$ cat src/rtl/core/pckm_pkg.sv
`timescale 1ns / 1ps
`default_nettype none
// ---------------------------------------------------------------------------
// pckm_pkg
// Shared types and constants for the color key matcher: beat layouts,
// register indexes, mode codes and register reset values.
// ---------------------------------------------------------------------------
package pckm_pkg;

  localparam int unsigned WORD_W     = 32;
  localparam int unsigned WEIGHT_W   = 17;
  localparam int unsigned LAYOUT_W   = 21;
  localparam int unsigned CFG_IDX_W  = 3;
  localparam int unsigned PIPE_DEPTH = 5;

  typedef struct packed {
    logic [WORD_W-1:0] pixel;
    logic [WORD_W-1:0] other_pixel;
  } in_beat_t;

  typedef struct packed {
    logic [WORD_W-1:0] result_pixel;
    logic              matched;
  } out_beat_t;

  typedef enum logic [CFG_IDX_W-1:0] {
    CFG_MODE           = 3'd0,
    CFG_KEY_COLOR      = 3'd1,
    CFG_REPLACE_COLOR  = 3'd2,
    CFG_THRESHOLD      = 3'd3,
    CFG_WEIGHT_RED     = 3'd4,
    CFG_WEIGHT_GREEN   = 3'd5,
    CFG_WEIGHT_BLUE    = 3'd6,
    CFG_CHANNEL_LAYOUT = 3'd7
  } cfg_idx_t;

  typedef enum logic [1:0] {
    MODE_REPLACE = 2'd0,
    MODE_MASK    = 2'd1,
    MODE_COMPARE = 2'd2
  } mode_t;

  localparam logic [WEIGHT_W-1:0] WEIGHT_RED_RST   = 17'd19595;
  localparam logic [WEIGHT_W-1:0] WEIGHT_GREEN_RST = 17'd38470;
  localparam logic [WEIGHT_W-1:0] WEIGHT_BLUE_RST  = 17'd7471;
  localparam logic [LAYOUT_W-1:0] LAYOUT_RST       = 21'd1835280;
  localparam logic [WEIGHT_W-1:0] THRESH_ONE       = 17'h10000;

endpackage
`default_nettype wire

$ cat src/rtl/core/pixel_color_key_matcher.sv
`timescale 1ns / 1ps
`default_nettype none
// ---------------------------------------------------------------------------
// pixel_color_key_matcher
// Per-pixel color key match: replace, mask extract or two-pixel compare.
// ---------------------------------------------------------------------------
// One result beat per input beat, in order. The datapath is a five-stage
// pipeline (channel extract and difference, square, weight multiply, sum,
// compare and select). An accepted pixel moves through the stage 1 to 4
// registers into the output register; a new pixel is taken every cycle unless
// a stalled output has backed up to the input, the registered multiplier
// stages setting that rate. Empty stages are filled while the output is
// stalled. Registers must be written by the user only while no beat is in
// flight; the block itself does not enforce this. The threshold limit is
// rebuilt via t255_r and lim_r after a write, ahead of any pixel reaching stage 5.
module pixel_color_key_matcher #(
  parameter int unsigned PIXEL_BITS = 32
) (
  input  wire logic                                 clk,
  input  wire logic                                 rst_n,
  input  wire logic                                 in_valid,
  output      logic                                 in_stall,
  input  wire pckm_pkg::in_beat_t                   in_data,
  output      logic                                 out_valid,
  input  wire logic                                 out_stall,
  output      pckm_pkg::out_beat_t                  out_data,
  input  wire logic                                 cfg_we,
  input  wire logic [pckm_pkg::CFG_IDX_W-1:0]       cfg_index,
  input  wire logic [pckm_pkg::WORD_W-1:0]          cfg_data
);
  import pckm_pkg::*;

  localparam logic [WORD_W-1:0] PIX_MASK = WORD_W'((64'd1 << PIXEL_BITS) - 64'd1);

  // configuration registers
  mode_t                mode_r;
  logic [WORD_W-1:0]    key_r;
  logic [WORD_W-1:0]    repl_r;
  logic [WEIGHT_W-1:0]  thresh_r;
  logic [WEIGHT_W-1:0]  wr_r;
  logic [WEIGHT_W-1:0]  wg_r;
  logic [WEIGHT_W-1:0]  wb_r;
  logic [LAYOUT_W-1:0]  layout_r;

  always_ff @(posedge clk) begin
    if (!rst_n) begin
      mode_r   <= MODE_REPLACE;
      key_r    <= '0;
      repl_r   <= '0;
      thresh_r <= '0;
      wr_r     <= WEIGHT_RED_RST;
      wg_r     <= WEIGHT_GREEN_RST;
      wb_r     <= WEIGHT_BLUE_RST;
      layout_r <= LAYOUT_RST;
    end else if (cfg_we) begin
      unique case (cfg_idx_t'(cfg_index))
        CFG_MODE:           mode_r   <= mode_t'(cfg_data[1:0]);
        CFG_KEY_COLOR:      key_r    <= cfg_data;
        CFG_REPLACE_COLOR:  repl_r   <= cfg_data;
        CFG_THRESHOLD:      thresh_r <= cfg_data[WEIGHT_W-1:0];
        CFG_WEIGHT_RED:     wr_r     <= cfg_data[WEIGHT_W-1:0];
        CFG_WEIGHT_GREEN:   wg_r     <= cfg_data[WEIGHT_W-1:0];
        CFG_WEIGHT_BLUE:    wb_r     <= cfg_data[WEIGHT_W-1:0];
        CFG_CHANNEL_LAYOUT: layout_r <= cfg_data[LAYOUT_W-1:0];
      endcase
    end
  end

  logic [4:0] sh_red, sh_green, sh_blue, sh_alpha;
  assign sh_red   = layout_r[4:0];
  assign sh_green = layout_r[9:5];
  assign sh_blue  = layout_r[14:10];
  assign sh_alpha = layout_r[19:15];

  // limit = (sat(threshold) * 255)^2, rebuilt from the registers every cycle
  logic [WEIGHT_W-1:0] tsat;
  logic [23:0]         t255_r;
  logic [47:0]         lim_r;

  assign tsat = thresh_r[16] ? THRESH_ONE : thresh_r;

  always_ff @(posedge clk) begin
    t255_r <= 24'(({8'd0, tsat} << 8) - {8'd0, tsat});
    lim_r  <= 48'(t255_r) * 48'(t255_r);
  end

  // pipeline handshake: a stage loads when it is empty or the next one loads
  logic v1_r, v2_r, v3_r, v4_r, v5_r;
  logic rdy1, rdy2, rdy3, rdy4, rdy5;

  assign rdy5 = !v5_r || !out_stall;
  assign rdy4 = !v4_r || rdy5;
  assign rdy3 = !v3_r || rdy4;
  assign rdy2 = !v2_r || rdy3;
  assign rdy1 = !v1_r || rdy2;
  assign in_stall = !rdy1;

  always_ff @(posedge clk) begin
    if (!rst_n) begin
      v1_r <= 1'b0;
      v2_r <= 1'b0;
      v3_r <= 1'b0;
      v4_r <= 1'b0;
      v5_r <= 1'b0;
    end else begin
      if (rdy1) v1_r <= in_valid;
      if (rdy2) v2_r <= v1_r;
      if (rdy3) v3_r <= v2_r;
      if (rdy4) v4_r <= v3_r;
      if (rdy5) v5_r <= v4_r;
    end
  end

  // stage 1: pick the compared pair, extract channels, absolute differences
  function automatic logic [7:0] chan(input logic [WORD_W-1:0] word,
                                      input logic [4:0] sh);
    logic [WORD_W-1:0] s;
    s = word >> sh;
    return s[7:0];
  endfunction

  function automatic logic [7:0] absdiff(input logic [7:0] a, input logic [7:0] b);
    return (a > b) ? (a - b) : (b - a);
  endfunction

  logic [WORD_W-1:0] px_m, oth_m, key_m, cmp_a, cmp_b;

  assign px_m  = in_data.pixel & PIX_MASK;
  assign oth_m = in_data.other_pixel & PIX_MASK;
  assign key_m = key_r & PIX_MASK;

  always_comb begin
    if (mode_r == MODE_COMPARE) begin
      cmp_a = px_m;
      cmp_b = oth_m;
    end else begin
      cmp_a = key_m;
      cmp_b = px_m;
    end
  end

  typedef struct packed {
    logic [WORD_W-1:0] px;
    logic              eq;
  } side_t;

  side_t      s1_side_r, s2_side_r, s3_side_r, s4_side_r;
  logic [7:0] s1_dr_r, s1_dg_r, s1_db_r;

  always_ff @(posedge clk) begin
    if (rdy1) begin
      s1_side_r.px <= px_m;
      s1_side_r.eq <= (cmp_a == cmp_b);
      s1_dr_r      <= absdiff(chan(cmp_a, sh_red),   chan(cmp_b, sh_red));
      s1_dg_r      <= absdiff(chan(cmp_a, sh_green), chan(cmp_b, sh_green));
      s1_db_r      <= absdiff(chan(cmp_a, sh_blue),  chan(cmp_b, sh_blue));
    end
  end

  // stage 2: squares
  logic [15:0] s2_qr_r, s2_qg_r, s2_qb_r;

  always_ff @(posedge clk) begin
    if (rdy2) begin
      s2_side_r <= s1_side_r;
      s2_qr_r   <= 16'(s1_dr_r) * 16'(s1_dr_r);
      s2_qg_r   <= 16'(s1_dg_r) * 16'(s1_dg_r);
      s2_qb_r   <= 16'(s1_db_r) * 16'(s1_db_r);
    end
  end

  // stage 3: weight products
  logic [32:0] s3_pr_r, s3_pg_r, s3_pb_r;

  always_ff @(posedge clk) begin
    if (rdy3) begin
      s3_side_r <= s2_side_r;
      s3_pr_r   <= 33'(wr_r) * 33'(s2_qr_r);
      s3_pg_r   <= 33'(wg_r) * 33'(s2_qg_r);
      s3_pb_r   <= 33'(wb_r) * 33'(s2_qb_r);
    end
  end

  // stage 4: weighted sum
  logic [34:0] s4_sum_r;

  always_ff @(posedge clk) begin
    if (rdy4) begin
      s4_side_r <= s3_side_r;
      s4_sum_r  <= 35'(s3_pr_r) + 35'(s3_pg_r) + 35'(s3_pb_r);
    end
  end

  // stage 5: compare against the limit and pick the written-back word
  logic [WORD_W-1:0] alpha_w, white_w, black_w, res_px;
  logic              hit;

  always_comb begin
    alpha_w = layout_r[20] ? (WORD_W'(8'hFF) << sh_alpha) : '0;
    white_w = ((WORD_W'(8'hFF) << sh_red) | (WORD_W'(8'hFF) << sh_green) |
               (WORD_W'(8'hFF) << sh_blue) | alpha_w) & PIX_MASK;
    black_w = alpha_w & PIX_MASK;

    if (thresh_r == '0) begin
      hit = s4_side_r.eq;
    end else begin
      hit = ({s4_sum_r, 16'd0} <= {3'd0, lim_r});
    end

    unique case (mode_r)
      MODE_REPLACE: res_px = hit ? (repl_r & PIX_MASK) : s4_side_r.px;
      MODE_MASK:    res_px = hit ? white_w : black_w;
      MODE_COMPARE: res_px = hit ? white_w : black_w;
      default: begin
        // unused mode: pass the pixel through, never matched
        res_px = s4_side_r.px;
        hit    = 1'b0;
      end
    endcase
  end

  always_ff @(posedge clk) begin
    if (rdy5) begin
      out_data.result_pixel <= res_px;
      out_data.matched      <= hit;
    end
  end

  assign out_valid = v5_r;

endmodule
`default_nettype wire

$ cat config.mk
export PLATFORM = sky130hd
export DESIGN_NAME = pixel_color_key_matcher
export DESIGN_NICKNAME = d
export VERILOG_FILES = /design/src/rtl/core/pckm_pkg.sv /design/src/rtl/core/pixel_color_key_matcher.sv
export SDC_FILE = /design/constraint.sdc
export NUM_CORES = 2
export LEC_CHECK = 0
export ABC_AREA = 1
export BUFFER_PORTS_ARGS = -buffer_cell sky130_fd_sc_hd__buf_2
export CAP_MARGIN = 20
export CORE_ASPECT_RATIO = 1.4
export CORE_MARGIN = 10
export CORE_UTILIZATION = 35
export DETAILED_ROUTE_END_ITERATION = 7
export PLACE_DENSITY = 0.5
export SYNTH_ARGS = -nofsm -noshare
export SYNTH_HDL_FRONTEND = slang
export SYNTH_SLANG_ARGS = --single-unit
$ cat constraint.sdc
create_clock -name clk -period 14.5 [get_ports clk]
set_clock_uncertainty 0.15 [all_clocks]
set_input_delay 2.175 -clock clk [delete_from_list [all_inputs] [get_ports clk]]
set_output_delay 2.175 -clock clk [all_outputs]
set_load 0.005 [all_outputs]
# Word level (Yosys, flattened, before mapping)
# Cells that the tools add are included.
[word_totals]
wordCells = 114
reg_bits = 603
output_inout_bits = 35
inputBits = 104
[classes]
multipliers = 7
bitwise_logic = 3
reduce_logical = 25
muxes = 11
shifts = 10
n_eq_ne = 10
n_addsub = 9
n_lt_le_gt_ge = 4
[ops]
columns = ["op", "n"]
rows = [
  ["right shift 32 x 5 -> 8 bit", 6],
  ["two-way mux 32 bit", 5],
  ["<< shifter 8 x 5 -> 32 bit, first input constant", 4],
  ["multiplier 17 x 16 -> 33 bit", 3],
  ["bitwise OR 32 bit", 3],
  ["case mux 32 bit (2 select lines)", 1],
  ["<= comparator 51 x 48 -> 1 bit", 1],
  ["multiplier 24 x 24 -> 48 bit", 1],
  ["multiplier 8 x 8 -> 16 bit", 3],
  ["subtractor 8 bit", 6],
  ["adder 34 x 33 -> 35 bit", 1],
  ["adder 33 x 33 -> 34 bit", 1],
  ["== test 32 bit", 1],
  ["greater-than comparator 8 bit", 3],
  ["two-way mux 8 bit", 3],
  ["subtractor 24 x 17 -> 24 bit", 1],
  ["zero test 17 bit", 1],
  ["two-way mux 17 bit", 1],
  ["AND reduction 2 bit", 8],
  ["== test 3 bit, second input constant", 4],
  ["zero test 1 bit", 7],
  ["== test 3 x 2 -> 1 bit, second input constant", 2],
  ["logical OR 1 bit", 5],
  ["== test 3 x 1 -> 1 bit, second input constant", 1],
  ["other kinds (7)", 7],
]

# Longest topological paths before layout
[logic_depth]
word_depth = 7
ltp_mapped = 30
mapped_depth_nobuf = 27

# Worst setup path after synthesis
# Ideal clock, no wire load.
[synth_timing]
path_type = "input to output"
startpoint = "input port out_stall"
endpoint = "output port in_stall"
stages = 8
required_ns = 12.175
path_slack_ns = 3.129
path_buffers = 0
arrival_ns = 9.046
path_cell_list = "nand2_1 nor2_1 inv_1 nor2_1 inv_1 nor2_1 inv_1 nor2_1"
[synth_via]
elab_chain_len = 7
[synth_rtl]
columns = ["item", "line_no", "source"]
rows = [
  ["start, declared", "pixel_color_key_matcher.sv:25", "input wire logic out_stall,"],
  ["zero test 1 bit", "pixel_color_key_matcher.sv:91", "assign rdy5 = !v5_r || !out_stall;"],
  ["logical OR 1 bit", "pixel_color_key_matcher.sv:91", ""],
  ["logical OR 1 bit", "pixel_color_key_matcher.sv:92", "assign rdy4 = !v4_r || rdy5;"],
  ["net rdy4", "pixel_color_key_matcher.sv:89", "logic rdy1, rdy2, rdy3, rdy4, rdy5;"],
  ["logical OR 1 bit", "pixel_color_key_matcher.sv:93", "assign rdy3 = !v3_r || rdy4;"],
  ["net rdy3", "pixel_color_key_matcher.sv:89", ""],
  ["logical OR 1 bit", "pixel_color_key_matcher.sv:94", "assign rdy2 = !v2_r || rdy3;"],
  ["net rdy2", "pixel_color_key_matcher.sv:89", ""],
  ["logical OR 1 bit", "pixel_color_key_matcher.sv:95", "assign rdy1 = !v1_r || rdy2;"],
  ["zero test 1 bit", "pixel_color_key_matcher.sv:96", "assign in_stall = !rdy1;"],
  ["end, declared", "pixel_color_key_matcher.sv:22", "output logic in_stall,"],
]
# The timed path passes the listed nets, and every way through them passes these cells.

# Worst setup path in the final report
[layout_timing]
startpoint = "input port out_stall"
endpoint = "output port in_stall"
[layout_via]
elab_chain_len = 7
[layout_rtl]
columns = ["item", "line_no"]
rows = [
  ["zero test 1 bit", "pixel_color_key_matcher.sv:91"],
  ["logical OR 1 bit", "pixel_color_key_matcher.sv:91"],
  ["net rdy5", "pixel_color_key_matcher.sv:89"],
  ["logical OR 1 bit", "pixel_color_key_matcher.sv:92"],
  ["net rdy4", "pixel_color_key_matcher.sv:89"],
  ["logical OR 1 bit", "pixel_color_key_matcher.sv:93"],
  ["net rdy3", "pixel_color_key_matcher.sv:89"],
  ["logical OR 1 bit", "pixel_color_key_matcher.sv:94"],
  ["net rdy2", "pixel_color_key_matcher.sv:89"],
  ["logical OR 1 bit", "pixel_color_key_matcher.sv:95"],
  ["zero test 1 bit", "pixel_color_key_matcher.sv:96"],
]
# The timed path passes the listed nets, and every way through them passes these cells.

==> results.ini <==
[route]
first_iter_violations=4916
vias_per_cell=5.05
via_count=69100
wl_per_cell_microns=21.6
first_pass_iters=8
drc=0
wl_mm=296
postRouteAntennaNets=0

[sta]
hold_viol=0
setup_viol=0
worst_pin_slew_ps=1070
fin_crit_ps=6990
period_share_pct=48.2
fmax_ghz=0.143
final.setup.tns_ps=0
slew_headroom_pct=29.0
worst_slack_ps=7510
slew_viol_final=0
rsz0062_at_grt=no

[global_route]
grt_remaining_overflow=0
grt_pass1_vias=73400
antenna_found_initial=15
grt_first_pass_wirelength_mm=449
grt_usage_pct=22.8
grt_max_degree=79

[clock_network]
cts_tree=yes
post_cts_buffers=0
cts_sinks=599
clkLatencyLatePin_ps=710
clockBufferDepth=3
clk_pin_slew_ps=60
cts-root-buf=clkbuf_16
numCtsBuffers=74
hold_buffers=0
cts_resized=0
htreeDepth=3

[finish]
area_growth_pct=7.48
fin_util_pct=37.9
fin_area_sq_um=89500
final_layout_size_suffix_gt1_share_pct=4.54
nets=12500

[critical_path]
crit_type=primary input to primary output
critPathRequiredTime_ps=12180
cp-end-kind=primary output
critPathLaunchType=primary input
arrival_ps=4660
crit_path_max_fanout=62

[placed_design]
gp_congestion=0.964
dp_hpwl_mm=237
post-place-ws_ps=7450
io_buffers=138
dpl-instance-area_sq_um=86800

[yosys]
synth_warnings=0
postSynthCellCount=10700
synth_top_area_share_pct=26.8
yosysTopAreaCell=fa_1
synth.ff_latch_count=599
syn_avg_cell_area_sq_um=7.80
syn_area_sq_um=83200
synth_commonest_cells=nand2_1, inv_1, fa_1
synthFlopType=edfxtp_1
ys_seq_area_share_pct=18.8
synthTopCellsByArea=fa_1, edfxtp_1, nand2_1
synth_edf_count=368
synth_cell_types=66
synth_most_common_cell=nand2_1
async_flop_share_pct=0

[outcome]
status=completed

[floorplanning]
start_util_pct=35.2
core_area_sq_um=236000
die_area_sq_um=258000
die_x_microns=432
ioPinCount=139
die_h_microns=597
num_rows=211

[job]
maxCapViolCount=0

[worst_hold_path]
hp-class=flop to flop

==> kinds of logic after synthesis <==
family / share of synthesized area, %
AOI/OAI and AO/OA: 8.91
xor gates and xnor gates: 3.18
adders and majority gates: 38.0
buffers and inverters: 13.2
DFF: 18.8
muxes: 0.398
other: 0.00902
and+or+nand+nor: 17.4
==> layer usage <==
layer	share of wire, %	track usage (%)	vias up
li1	-	-	32300
met1	37	25.3	34300
met2	53	43.1	1926
met3	4.2	2.26	574
met4	5.7	11.1	0
met5	0	0	-
==> final cells by class <==
class                      instances  area, sq um
tap                             3088         3860
clock buffer                      86         1990
inverter                        2428         9120
sequential                       599        15700
clock inverter                    52          674
timing repair buffer             247         1520
antenna                            3         7.51
fill                           24600       147000
multi-input combinational       7186        56600
==> metrics by stage <==
| stage | hold WS (ps) | instances |
|---|---|---|
| floorplan | 247 | 10700 |
| global placement | 250 | 13500 |
| detailed placement | 255 | 13500 |
| CTS | 241 | 13700 |
| global route | 243 | 13700 |
| finish | 251 | 13700 |
==> path summary, 6_finish.rpt <==
| path | endpoint | startpoint | slack, ps | cells past startpoint |
|---|---|---|---|---|
| worst min register to register | s4_side_r[19]$_DFFE_PP_ | s3_side_r[19]$_DFFE_PP_ | 250 | 0 |
| worst max register to register | lim_r[38]$_DFF_P_ | t255_r[16]$_DFF_P_ | 7570 | 24 |
| worst min-delay path | s4_side_r[19]$_DFFE_PP_ | s3_side_r[19]$_DFFE_PP_ | 250 | 0 |
| worst max-delay path | in_stall | out_stall | 7510 | 12 |
==> critical path, stage by stage <==
cell	delay (ps)
buf_2	140
nand2_2	60
buf_4	480
nor2_1	110
clkinv_2	70
nor2_1	70
inv_6	460
nor2_1	160
inv_4	520
nor2_1	100
buf_4	170
buf_2	120
==> sequential cells by signal, summed over array words and instances (netlist names), 15 cells and up <==
name and count:
s3_side_r 33, s2_qr_r 15, s3_pr_r 33, s4_side_r 33
s3_pg_r 33, out_data 33, wg_r 17, lim_r 47
s4_sum_r 35, s2_qb_r 15, wb_r 17, thresh_r 17
wr_r 17, s2_qg_r 15, s3_pb_r 33, key_m 32
t255_r 24, s2_side_r 33, repl_r 32, s1_side_r 33
layout_r 21
==> cells in the final DEF (no fill, tap or decap), types with 37 or more instances in the layout <==
master     synthesis  layout
dfxtp_1          231     225
xor2_1           211     211
o22ai_1           47      47
ha_1             743     741
buf_2             31     137
xnor2_1           91      91
nand4_1           45      45
buf_4             12     109
clkbuf_16          0      76
edfxtp_1         368     368
o21ai_1          135     135
o221ai_1          41      41
o211ai_1          37      37
nand3_1          317     317
o21ai_0          444     444
inv_1           2381    2376
nand2_1         2688    2685
a21oi_1          421     421
a21o_1            37      37
nor2_1           518     517
fa_1            1116    1116
Power is left out: the tool's default activity adds up to more than one toggle a clock period on the data nets, which glitch-free logic cannot reach.
